[src/design/pls_pkg.sv]
`default_nettype none
package pls_pkg;
	localparam int DW = 32;
	localparam int FB = 16;
	localparam int IN_W = 96;
	localparam int OUT_W = 104;
	localparam int CFG_IW = 3;

	localparam logic [CFG_IW-1:0] REG_KC = 3'd0;
	localparam logic [CFG_IW-1:0] REG_KI = 3'd1;
	localparam logic [CFG_IW-1:0] REG_KD = 3'd2;
	localparam logic [CFG_IW-1:0] REG_TF = 3'd3;
	localparam logic [CFG_IW-1:0] REG_LO = 3'd4;
	localparam logic [CFG_IW-1:0] REG_HI = 3'd5;
	localparam logic [CFG_IW-1:0] REG_MAN = 3'd6;
	localparam logic [CFG_IW-1:0] REG_FLAGS = 3'd7;

	localparam logic signed [DW-1:0] SMAX = {1'b0, {(DW-1){1'b1}}};
	localparam logic signed [DW-1:0] SMIN = {1'b1, {(DW-1){1'b0}}};

	// multiplier operand pairs
	typedef enum logic [2:0] {
		MS_NONE, MS_KC_E, MS_TF_LD, MS_KD_DP, MS_KI_DT, MS_KIDT_ES
	} msel_t;

	typedef enum logic [3:0] {
		ACT_NONE, ACT_LOAD, ACT_HOLD, ACT_CAP_P, ACT_MANUAL, ACT_CAP_TD, ACT_CAP_KD,
		ACT_CAP_KI, ACT_CAP_INC, ACT_DIV_INIT, ACT_DIV_STEP, ACT_CAP_D, ACT_INTEG,
		ACT_FINISH
	} act_t;

	typedef struct packed {
		msel_t msel;
		act_t  act;
	} cmd_t;

	typedef struct packed {
		logic dt_zero;
		logic manual;
		logic div_last;
	} stat_t;

	function automatic logic signed [DW-1:0] sat66(input logic signed [65:0] x);
		logic signed [DW-1:0] r;
		if (x > 66'(SMAX)) r = SMAX;
		else if (x < 66'(SMIN)) r = SMIN;
		else r = x[DW-1:0];
		return r;
	endfunction

	// high limit tested first
	function automatic logic signed [DW-1:0] clamp36(input logic signed [35:0] x,
		input logic signed [DW-1:0] lo, input logic signed [DW-1:0] hi);
		logic signed [DW-1:0] r;
		if (x > 36'(hi)) r = hi;
		else if (x < 36'(lo)) r = lo;
		else r = x[DW-1:0];
		return r;
	endfunction
endpackage
`default_nettype wire

[src/design/pls_ctrl.sv]
`default_nettype none
module pls_ctrl (
	input  wire logic          clk,
	input  wire logic          arst_n,
	input  wire logic          s_tvalid,
	output logic               s_tready,
	output logic               m_tvalid,
	input  wire logic          m_tready,
	input  wire pls_pkg::stat_t stat,
	output pls_pkg::cmd_t      cmd
);
	typedef enum logic [3:0] {
		S_IDLE, S_CHECK, S_P, S_MAN, S_TD, S_KD, S_KI, S_INC_M, S_INC,
		S_DIVI, S_DIV, S_CAPD, S_UPD, S_FIN
	} state_t;

	state_t state_q;
	logic out_free;
	logic load_out;

	assign out_free = !m_tvalid || m_tready;
	assign s_tready = (state_q == S_IDLE);
	// the result register takes a new beat on these actions
	assign load_out = (cmd.act == pls_pkg::ACT_HOLD) || (cmd.act == pls_pkg::ACT_MANUAL)
		|| (cmd.act == pls_pkg::ACT_FINISH);

	always_comb begin
		cmd.msel = pls_pkg::MS_NONE;
		cmd.act = pls_pkg::ACT_NONE;
		case (state_q)
			S_IDLE: begin
				if (s_tvalid) cmd.act = pls_pkg::ACT_LOAD;
			end
			S_CHECK: begin
				if (stat.dt_zero) begin
					if (out_free) cmd.act = pls_pkg::ACT_HOLD;
				end else begin
					cmd.msel = pls_pkg::MS_KC_E;
				end
			end
			S_P: begin
				cmd.act = pls_pkg::ACT_CAP_P;
				if (!stat.manual) cmd.msel = pls_pkg::MS_TF_LD;
			end
			S_MAN: begin
				if (out_free) cmd.act = pls_pkg::ACT_MANUAL;
			end
			S_TD: begin
				cmd.act = pls_pkg::ACT_CAP_TD;
				cmd.msel = pls_pkg::MS_KD_DP;
			end
			S_KD: begin
				cmd.act = pls_pkg::ACT_CAP_KD;
				cmd.msel = pls_pkg::MS_KI_DT;
			end
			S_KI: cmd.act = pls_pkg::ACT_CAP_KI;
			S_INC_M: cmd.msel = pls_pkg::MS_KIDT_ES;
			S_INC: cmd.act = pls_pkg::ACT_CAP_INC;
			S_DIVI: cmd.act = pls_pkg::ACT_DIV_INIT;
			S_DIV: cmd.act = pls_pkg::ACT_DIV_STEP;
			S_CAPD: cmd.act = pls_pkg::ACT_CAP_D;
			S_UPD: cmd.act = pls_pkg::ACT_INTEG;
			S_FIN: begin
				if (out_free) cmd.act = pls_pkg::ACT_FINISH;
			end
			default: ;
		endcase
	end

	always_ff @(posedge clk or negedge arst_n) begin
		if (!arst_n) begin
			state_q <= S_IDLE;
			m_tvalid <= 1'b0;
		end else begin
			if (load_out) m_tvalid <= 1'b1;
			else if (m_tvalid && m_tready) m_tvalid <= 1'b0;
			case (state_q)
				S_IDLE: if (s_tvalid) state_q <= S_CHECK;
				S_CHECK: begin
					if (stat.dt_zero) begin
						if (out_free) state_q <= S_IDLE;
					end else begin
						state_q <= S_P;
					end
				end
				S_P: state_q <= stat.manual ? S_MAN : S_TD;
				S_MAN: begin
					if (out_free) state_q <= S_IDLE;
				end
				S_TD: state_q <= S_KD;
				S_KD: state_q <= S_KI;
				S_KI: state_q <= S_INC_M;
				S_INC_M: state_q <= S_INC;
				S_INC: state_q <= S_DIVI;
				S_DIVI: state_q <= S_DIV;
				S_DIV: if (stat.div_last) state_q <= S_CAPD;
				S_CAPD: state_q <= S_UPD;
				S_UPD: state_q <= S_FIN;
				S_FIN: begin
					if (out_free) state_q <= S_IDLE;
				end
				default: state_q <= S_IDLE;
			endcase
		end
	end
endmodule
`default_nettype wire

[config.mk]
export PLATFORM = sky130hd
export DESIGN_NAME = pls_ctrl
export DESIGN_NICKNAME = d
export VERILOG_FILES = /design/src/design/pls_pkg.sv /design/src/design/pls_ctrl.sv
export SDC_FILE = /design/constraint.sdc
export NUM_CORES = 1
export LEC_CHECK = 0
export BUFFER_PORTS_ARGS = -buffer_cell sky130_fd_sc_hd__buf_4
export CAP_MARGIN = 20
export CORE_AREA = 2 2 39 41
export DETAILED_ROUTE_END_ITERATION = 8
export DIE_AREA = 0 0 41 43
export GPL_TIMING_DRIVEN = 0
export PLACE_DENSITY = 0.62
export SYNTH_ARGS = -nofsm -noshare
export SYNTH_HDL_FRONTEND = slang
export SYNTH_SLANG_ARGS = --single-unit
[constraint.sdc]
create_clock -name clk -period 1.92 [get_ports clk]
set_clock_uncertainty 0.2 [all_clocks]
set_input_delay 0.384 -clock clk [delete_from_list [all_inputs] [get_ports clk]]
set_output_delay 0.384 -clock clk [all_outputs]
set_load 0.1 [all_outputs]
======== After elaboration in Yosys (flattened, before gate mapping) ========
Cells that the tools add are included.
word-level totals
  bits in registers ....................... 5
  input bits .............................. 7
  output and inout port bits .............. 9
  logic and storage cells ................. 46
cells by class
  equal/unequal tests ..................... 18
  multiplexer cells ....................... 17
  reduce and logical (&&, ||, !) cells .... 9
operator list
  operator              count
  $pmux W4 S13          2
  $eq A4 B4 Y1 const B  7
  $mux W4               6
  $eq A4 B3 Y1 const B  5
  $pmux W3 S5           1
  $eq A4 B2 Y1 const B  3
  $mux W3               2
  $eq A4 B1 Y1 const B  1
  $logic_not A4 Y1      1
  $mux W1               4
  $mux W2               2
  $ne A2 B2 Y1 const B  2
  $logic_or A1 B1 Y1    3
  $reduce_and A2 Y1     1
  $reduce_bool A2 Y1    1
  $reduce_or A2 Y1      1
  $logic_and A1 B1 Y1   1
  $logic_not A1 Y1      1

======== Depth between registers and ports, before layout ========
Gate-level depths: netlist of run 1.
  depth after elaboration ................. 9
  gate-level depth with buffers ........... 6

======== Least setup slack after synthesis of run 1 ========
No wires, ideal clock.
  path type ............................... register to output
  start ................................... register state_q[3]
  end ..................................... output port s_tready
  data arrival time ....................... 3.617 ns
  required time ........................... 1.336 ns
  path slack .............................. -2.281 ns
  stages on the path, launching flop included .. 4
  buffers on the path ..................... 2
  path through ............................ dfrtp_1 buf_2 clkbuf_1 nor4_1
between the ends
  cells in the longest elaborated chain, start to end .. 1
ends and longest elaborated chain
  item                      line            source
  start: declaration        pls_ctrl.sv:17  state_t state_q;
  start signal: assignment  pls_ctrl.sv:86  S_P: state_q <= stat.manual ? S_MAN : S_TD;
  $logic_not A4 Y1          pls_ctrl.sv:22  assign s_tready = (state_q == S_IDLE);
  end: declaration          pls_ctrl.sv:6   output logic s_tready,
Every way passes these cells.

==> metrics.txt, run 1 <==
failing checks setup timing; Core ar. 1380 um2; vias in the first global route 590; grt ovf 0; Synth Area per Inst 7.45 um2; DRT Wirelength 1660 um; MaxCap Viol Count 0; I/O Buffers 15; share of layout cells above drive strength 1 59.4%; # IOs 16; Hold Fails Final Rpt 0; fmax 476 MHz; # diodes 0; H-tree levels 1; Final Critical Period 2.10 ns; DR iter-0 viols 11; cts bufs inserted 3; Clock Tree Buf Depth 2; wire length of the first global-routing pass 2680 um; worst skew pair latency 0.24 ns; Die Width 41 um; Register Area 130 um2; mapped cell area 514 um2; initial antenna violation count 0; Via-to-Cell Ratio 5.43; Die Ht 43 um; Syn Inst Count 69; Nets 109; CTS tree yes; unrepaired setup endpoints after global routing true; starting density of the core 37.2%; Area growth, synth to finish 116%; DPL Wire Length 1080 um; Final period util 109%; Reg clk slew, reported paths 0.04 ns; Req. time, crit path 1.34 ns; Total GRT Usage 21.5%; reg2reg end m_tvalid; design area 1110 um2; Slew HR 82.2%; Worst Hold Class primary input to asynchronous set/reset pin; CTS Sinks 5; R2R depth 8; Critical Path AT 1.52 ns; Post-route DRC 0; Crit. End Element output port; synth unique cells 27; Worst R2R Start state_q[1]; ANT nets after route 0; most frequent cell after synthesis o21ai_0; CP startpoint kind flip-flop; filler instances 90; WL/cell 14.2 um; global placer's final weighted congestion 0.764; drt first pass iters 4; die area 1760 um2; R2R Setup Slk 0.11 ns; top cells by area, synth dfrtp_1, o21ai_0, a21oi_1; placed standard-cell area 822 um2; Root Driver clkbuf_4; worst slew pin tran 0.266 ns; Synth Warn # 0; sequential fraction of the synthesis area 24.3%; status complete, but fails checks; Pins Over Slew Limit 0; share of the synthesized area in the top cell type 24.3%; Yosys reg bits 5; Post-synth EDFFs 0; asr flop ratio synth 100%; final setup fails 8; Synth area leader dfrtp_1; worst-path fanout max 3; kind of critical path flip-flop to output port; multi-input logic area 493 um2; final worst slack -0.179 ns; largest net degree at the start of global routing 11; Synth Net Count 76; Cell Rows 14; Via Count 635; Primary FF master, synth dfrtp_1; most frequent cells after synthesis o21ai_0, a21oi_1, dfrtp_1, nor2_1
## cell type report
class	count	share of cell area, %
tap	16	1.80
sequential	5	11.7
buffer	7	9.67
multi-input combinational	55	44.3
clock buffer	4	2.36
timing repair buffer	28	29.1
inverter	2	1.01
## cell usage in the layout, fill, tap and decap left out, drive strengths merged, types with 2 or more instances in the layout
cell / instances
buf: 33
o21ai: 8
a21oi: 6
nand2b: 5
clkbuf: 5
dfrtp: 5
nor2: 5
nand2: 4
a31oi: 3
nor3: 3
nand3: 3
o31ai: 2
mux2i: 2
o22ai: 2
nor2b: 2
a21o: 2
o221ai: 2
## worst max-delay path: stages, from the launching register on
cell,delay [ns]
dfrtp_4,0.49
nor2b_4,0.15
a21o_4,0.22
o221ai_4,0.21
buf_12,0.21
## cells by family (layout without fill, tap and decap cells)
family	Yosys count	count (layout)	synth area share (%)
and+or+nand+nor	25	25	26.8
buffers and inverters	9	41	7.54
xor gates and xnor gates	1	1	1.70
DFF	5	5	24.3
AOI/OAI and AO/OA	27	27	35.8
muxes	2	2	3.89
## sequential cells by signal, summed over array words and instances, names as in the netlist
register	flops
state_q	4
m_tvalid	1
## how the worst max path moves through the flow
stage / startpoint / end / slack, ns / cells after the start
final: m_tvalid / cmd[2] / -0.18 / 4
after global routing: m_tvalid / cmd[2] / -0.23 / 4
after CTS: m_tvalid / cmd[2] / -0.21 / 4
after detailed placement: m_tvalid / cmd[2] / -0.11 / 4
after global placement: m_tvalid / cmd[2] / -0.09 / 4
after floorplan: m_tvalid / m_tvalid / -0.44 / 5
## through the flow
| step | util [%] | hold slack (ns) | TNS, ns | instances | worst slack (ns) |
|---|---|---|---|---|---|
| 2_1_floorplan | - | -0.112 | -2.39 | 69 | -0.441 |
| 3_3_place_gp | 59.4 | -0.0139 | -0.0934 | 100 | -0.0930 |
| 3_5_place_dp | 59.4 | -0.0124 | -0.127 | 100 | -0.106 |
| 4_1_cts | 73.1 | 0.275 | -1.00 | 110 | -0.213 |
| 5_1_grt | 80.4 | 0.304 | -1.23 | 117 | -0.227 |
| 6_report | 80.4 | 0.288 | -0.838 | 117 | -0.179 |
## repair_timing
action | in CTS | in global routing
cloned | 0 | 0
hold buffers | 1 | 0
hold endpoints to repair | 5 | 0
pin swaps | 6 | 7
buffers inserted | 5 | 7
endpoints found under the setup margin | 7 | 8
gates resized for setup | 27 | 10
## layer usage
| metal | vias to the layer above | track usage (%) | wire length (um) |
|---|---|---|---|
| met5 | - | 0 | 0 |
| met3 | 3 | 3.14 | 35 |
| met1 | 302 | 30.9 | 722 |
| met4 | 0 | 4.00 | 16 |
| li1 | 318 | - | - |
| met2 | 12 | 33.4 | 885 |
Power of run 1 is left out: the tool's default activity adds up to more than one toggle a clock period on the data nets, which glitch-free logic cannot reach.
==> run 2: changes to the inputs <==
==> constraint.sdc (replaced) <==
create_clock -name clk -period 2.34 [get_ports clk]
set_clock_uncertainty 0.2 [all_clocks]
set_input_delay 0.468 -clock clk [delete_from_list [all_inputs] [get_ports clk]]
set_output_delay 0.468 -clock clk [all_outputs]
set_load 0.1 [all_outputs]
==> run 2 against run 1 <==
The run now ends clean. Register-to-register slack better by 0.51 ns. Non-clock buffer count fell by 12. Die area unchanged. First-iteration DRC count shrank 36%. Setup slack gained 0.25 ns. Final area fell by 25%. Clock-buffer cell count is the same. Global-route usage decreased by 3.0 points. Critical path type unchanged. Core utilization decreased by 20 points. Via count is 9.3% lower.
==> metrics.txt, run 2 (same netlist as run 1, synthesis figures left out) <==
largest register by flop count state_q; drt first pass iters 4 (unchanged); Pins Over Slew Limit 0 (unchanged); Cell Rows 14 (unchanged); ANT nets after route 0 (unchanged); most common cell after layout, fill and taps aside buf_4; Final Non-Filler Cells 105 (-10%); Critical path origin m_tvalid; max reg flops 4 (unchanged); wire length of the first global-routing pass 2240 um (-16%); die area 1760 um2 (unchanged); Via-to-Cell Ratio 5.49 (+1.1%); Via Count 576 (-9.3%); H-tree levels 1 (unchanged); worst-path fanout max 3 (unchanged); slowest stage delay, CP 0.48 ns (about the same); top flop regs state_q x4, m_tvalid x1; status finished clean; # diodes 0 (unchanged); Final period util 96.8%; Die Width 41 um (unchanged); worst skew pair latency 0.24 ns (about the same); setup TNS 0 ns (+0.838 ns); commonest cells after routing, fill and taps aside buf_4, o21ai_0, clkbuf_4, a21oi_1; CP startpoint kind flip-flop; setup slack at placement -0.0147 ns (+0.0913 ns); DR iter-0 viols 7 (-4); Crit-path slowest cell dfrtp_4; Root Driver clkbuf_4; R2R Setup Slk 0.62 ns (+0.51 ns); kind of critical path flip-flop to output port; starting density of the core 37.2% (unchanged); WL/cell 12.9 um (-8.8%); final worst slack 0.0755 ns (+0.255 ns); Clock Tree Buf Depth 2 (unchanged); CTS Sinks 5 (unchanged); CTS tree yes; # IOs 16 (unchanged); Nets 97 (-11%); Slew HR 76.4% (-5.8 points); critical path depth 4 (unchanged); Area growth, synth to finish 62.0%; Buf/Inv on CP 1 (unchanged); worst slew pin tran 0.352 ns (+0.0860 ns); share of layout cells above drive strength 1 43.8% (-16 points); DRT Wirelength 1360 um (-18%); Die Ht 43 um (unchanged); Post-route DRC 0 (unchanged); Core ar. 1380 um2 (unchanged); Worst Hold Class primary input to asynchronous set/reset pin; initial antenna violation count 0 (unchanged); final setup fails 0 (-8); R2R depth 5 (-3); Hold Fails Final Rpt 0 (unchanged); cts bufs inserted 3 (unchanged); Cells after DPL 100 (unchanged); Total GRT Usage 18.6% (-3.0 points); fmax 442 MHz; Crit path max-delay family flip-flops; Crit. End Element output port; vias in the first global route 500 (-15%); Final Critical Period 2.26 ns; MaxCap Viol Count 0 (unchanged); Worst R2R Start m_tvalid; Req. time, crit path 1.67 ns (+0.33 ns); Critical Path AT 1.60 ns (+0.08 ns); DPL Wire Length 1040 um (-4.2%); Reg clk slew, reported paths 0.04 ns (about the same); filler instances 137 (+52%); I/O Buffers 15 (unchanged); reg2reg end m_tvalid; largest net degree at the start of global routing 11 (unchanged); global placer's final weighted congestion 0.856 (+12%); Post-CTS Setup Inserts 0 (-5); grt ovf 0 (unchanged); crit path cell chain nor2b_1 > a21o_1 > o221ai_4 > buf_6
==> run 2: changes by cell type in the layout (fill, tap and decap cells not counted), sizes merged <==
| cell | before | now |
|---|---|---|
| buf | 33 | 18 |
| clkbuf | 5 | 8 |
| clkinvlp | 1 | 0 |
| inv | 1 | 2 |
==> run 2: metrics by stage <==
| step | hold slack [ns] | utilization [%] | cell area (um2) |
|---|---|---|---|
| finish | 0.367 | 60.2 | 833 |
| global route | 0.354 | 60.2 | 833 |
| CTS | 0.359 | 58.4 | 808 |
| detailed placement | 0.0727 | 55.2 | 764 |
| global placement | 0.0702 | 55.2 | 764 |
| floorplan | -0.0276 | - | 632 |
==> run 2: worst max-delay path by stage <==
stage	to	slack [ns]
finish	cmd[2]	0.08
global route	cmd[5]	-0.01
CTS	cmd[2]	0.0009
detailed placement	cmd[0]	-0.01
global placement	cmd[0]	-0.05
floorplan	s_tready	-0.25
==> run 2: cell type report <==
type                            instances  area [um2]  area share [%]
Buffer                                  7        63.8            7.66
Clock buffer                            4        26.3            3.15
Inverter                                2        7.51           0.901
Multi-Input combinational cell         55         442            53.0
Sequential cell                         5         129            15.5
Tap cell                               16        20.0            2.40
Timing Repair Buffer                   16         145            17.4
==> run 2: routing by layer <==
layer	track usage, %	part of all wire, %	up-vias
met1	27.5	47	262
met5	0	0	-
met3	7.85	8.7	0
li1	-	-	289
met2	26.6	44	25
met4	0	0	0
==> run 2: timing repair <==
item | CTS | global route
hold buffers | 1 | 0
setup endpoints to repair | 4 | 4
gates resized for setup | 4 | 7
endpoints found under the hold margin | 5 | 0
Power of run 2 is left out for the same reason.
==> run 3: changes to the inputs <==
==> config.mk (replaced) <==
export PLATFORM = sky130hd
export DESIGN_NAME = pls_ctrl
export DESIGN_NICKNAME = d
export VERILOG_FILES = /design/src/design/pls_pkg.sv /design/src/design/pls_ctrl.sv
export SDC_FILE = /design/constraint.sdc
export NUM_CORES = 1
export LEC_CHECK = 0
export CAP_MARGIN = 20
export CORE_MARGIN = 1.5
export CORE_UTILIZATION = 30
export DETAILED_ROUTE_END_ITERATION = 8
export DONT_BUFFER_PORTS = 1
export GPL_TIMING_DRIVEN = 0
export PLACE_DENSITY = 0.43
export SYNTH_ARGS = -nofsm -noshare
export SYNTH_HDL_FRONTEND = slang
export SYNTH_SLANG_ARGS = --single-unit
==> run 3 against run 2 <==
The flow now finishes with violations (DRC, setup timing). Core utilization is 0.27 points lower. Non-clock buffer count up 2. Clock-buffer cell count is the same. Worst hold slack got worse by 0.075 ns. Via count up 1.2%. Maximum frequency fell by 13%. Critical endpoint unchanged.
==> metrics.txt, run 3 (same netlist as run 1, synthesis figures left out) <==
Cells after DPL 86 (-14%); commonest cells after routing, fill and taps aside buf_4, o21ai_0, a21oi_1; top flop regs state_q x4, m_tvalid x1; Hold Fails Final Rpt 0 (unchanged); crit path cell chain nor2b_4 > a21o_1 > o221ai_4; final worst slack -0.268 ns (-0.344 ns); setup TNS -1.12 ns (-1.12 ns); H-tree levels 1 (unchanged); global placer's final weighted congestion 0.758 (-11%); Nets 99 (+2.1%); largest register by flop count state_q; Die Ht 44.4 um (+3.3%); Die Width 44.4 um (+8.3%); worst-path fanout max 3 (unchanged); Crit. End Element output port; Pins Over Slew Limit 0 (unchanged); DRT Wirelength 1550 um (+14%); final setup fails 6 (+6); Final period util 111% (+15 points); Final Critical Period 2.61 ns (+0.344 ns); filler instances 138 (+0.73%); Root Driver clkbuf_4; # IOs 16 (unchanged); Hold WS 0.292 ns (-0.0747 ns); cts bufs inserted 3 (unchanged); WL/cell 14.5 um (+12%); wire length of the first global-routing pass 2600 um (+16%); slowest stage delay, CP 0.65 ns (+0.17 ns); largest net degree at the start of global routing 11 (unchanged); starting density of the core 33.0% (-4.2 points); DPL Wire Length 1050 um (+1.4%); die area 1970 um2 (+12%); Cell Rows 14 (unchanged); worst slew pin tran 1.10 ns (+0.753 ns); ANT nets after route 0 (unchanged); Buf/Inv on CP 0 (-1); I/O Buffers 0 (-15); share of layout cells above drive strength 1 52.7% (+8.9 points); Critical Path AT 1.94 ns (+0.34 ns); utilization after layout 60.0% (-0.27 points); unrepaired setup endpoints after global routing true; status complete, but fails checks; Total GRT Usage 18.3% (-0.31 points); drt first pass iters 6 (+2); fmax 383 MHz (-13%); Slew HR 26.4% (-50 points); Final Non-Filler Cells 107 (+1.9%); Clock Tree Buf Depth 2 (unchanged); worst skew pair latency 0.24 ns (about the same); Worst Hold Class primary input to flip-flop; CTS Sinks 5 (unchanged); Core ar. 1560 um2 (+13%); Reg clk slew, reported paths 0.04 ns (about the same); Post-route DRC 4 (+4); # diodes 0 (unchanged); Via Count 583 (+1.2%); initial antenna violation count 0 (unchanged); CP startpoint kind flip-flop; Via-to-Cell Ratio 5.45 (-0.68%); DR iter-0 viols 7 (unchanged); CTS tree yes; Crit path max-delay family compound AO/OA/AOI/OAI gates; vias in the first global route 585 (+17%); max reg flops 4 (unchanged); Req. time, crit path 1.67 ns (about the same); most common cell after layout, fill and taps aside buf_4; Crit-path slowest cell o221ai_4; grt ovf 0 (unchanged); failing checks DRC, setup timing; MaxCap Viol Count 0 (unchanged); kind of critical path flip-flop to output port; Area growth, synth to finish 81.8%
[run 3: cell types whose count changed in the layout (fill, tap and decap cells not counted), sizes merged]
cell,before,now
clkbuf,8,5
buf,18,23
[run 3: area by class of cell]
class                      count  area (um2)  share of cell area [%]
tap                           16        20.0                    2.14
clock buffer                   4        26.3                    2.81
sequential                     5         131                    14.1
multi-input combinational     55         497                    53.1
buffer                         6        92.6                    9.91
inverter                       2        7.51                   0.803
timing repair buffer          19         160                    17.1
[run 3: final timing paths]
| check | to | start | slack (ns) | cells after the start |
|---|---|---|---|---|
| setup / recovery | cmd[2] | m_tvalid | -0.27 | 3 |
| hold / removal | state_q[0] | stat[0] | 0.29 | 2 |
| setup reg to reg | m_tvalid | m_tvalid | -0.06 | 5 |
| hold reg to reg | m_tvalid | state_q[3] | 0.50 | 3 |
| max in group asynchronous | m_tvalid | arst_n | 1.40 | 1 |
| min in group asynchronous | state_q[1] | arst_n | 0.32 | 1 |
[run 3: metrics by stage]
stage	instance area, um2	setup slack, ns
after floorplan	632	-0.248
after global placement	652	-0.374
after detailed placement	667	-0.116
after CTS	881	-0.301
after global routing	935	-0.317
final	935	-0.268
[run 3: layer usage]
| layer | GRT usage, % | wire length, um | up-vias |
|---|---|---|---|
| li1 | - | - | 301 |
| met1 | 23.4 | 714 | 267 |
| met2 | 29.1 | 743 | 13 |
| met3 | 6.12 | 80 | 2 |
| met4 | 5.45 | 13 | 0 |
| met5 | 0 | 0 | - |
[run 3: timing repair]
action                                 in CTS  in global routing
pin swaps                                   8                  9
resized for setup                          22                  8
hold buffers                                1                  0
setup endpoints to repair                   9                  8
buffers inserted                           12                  5
endpoints found under the hold margin       5                  0
Power of run 3 is left out for the same reason.
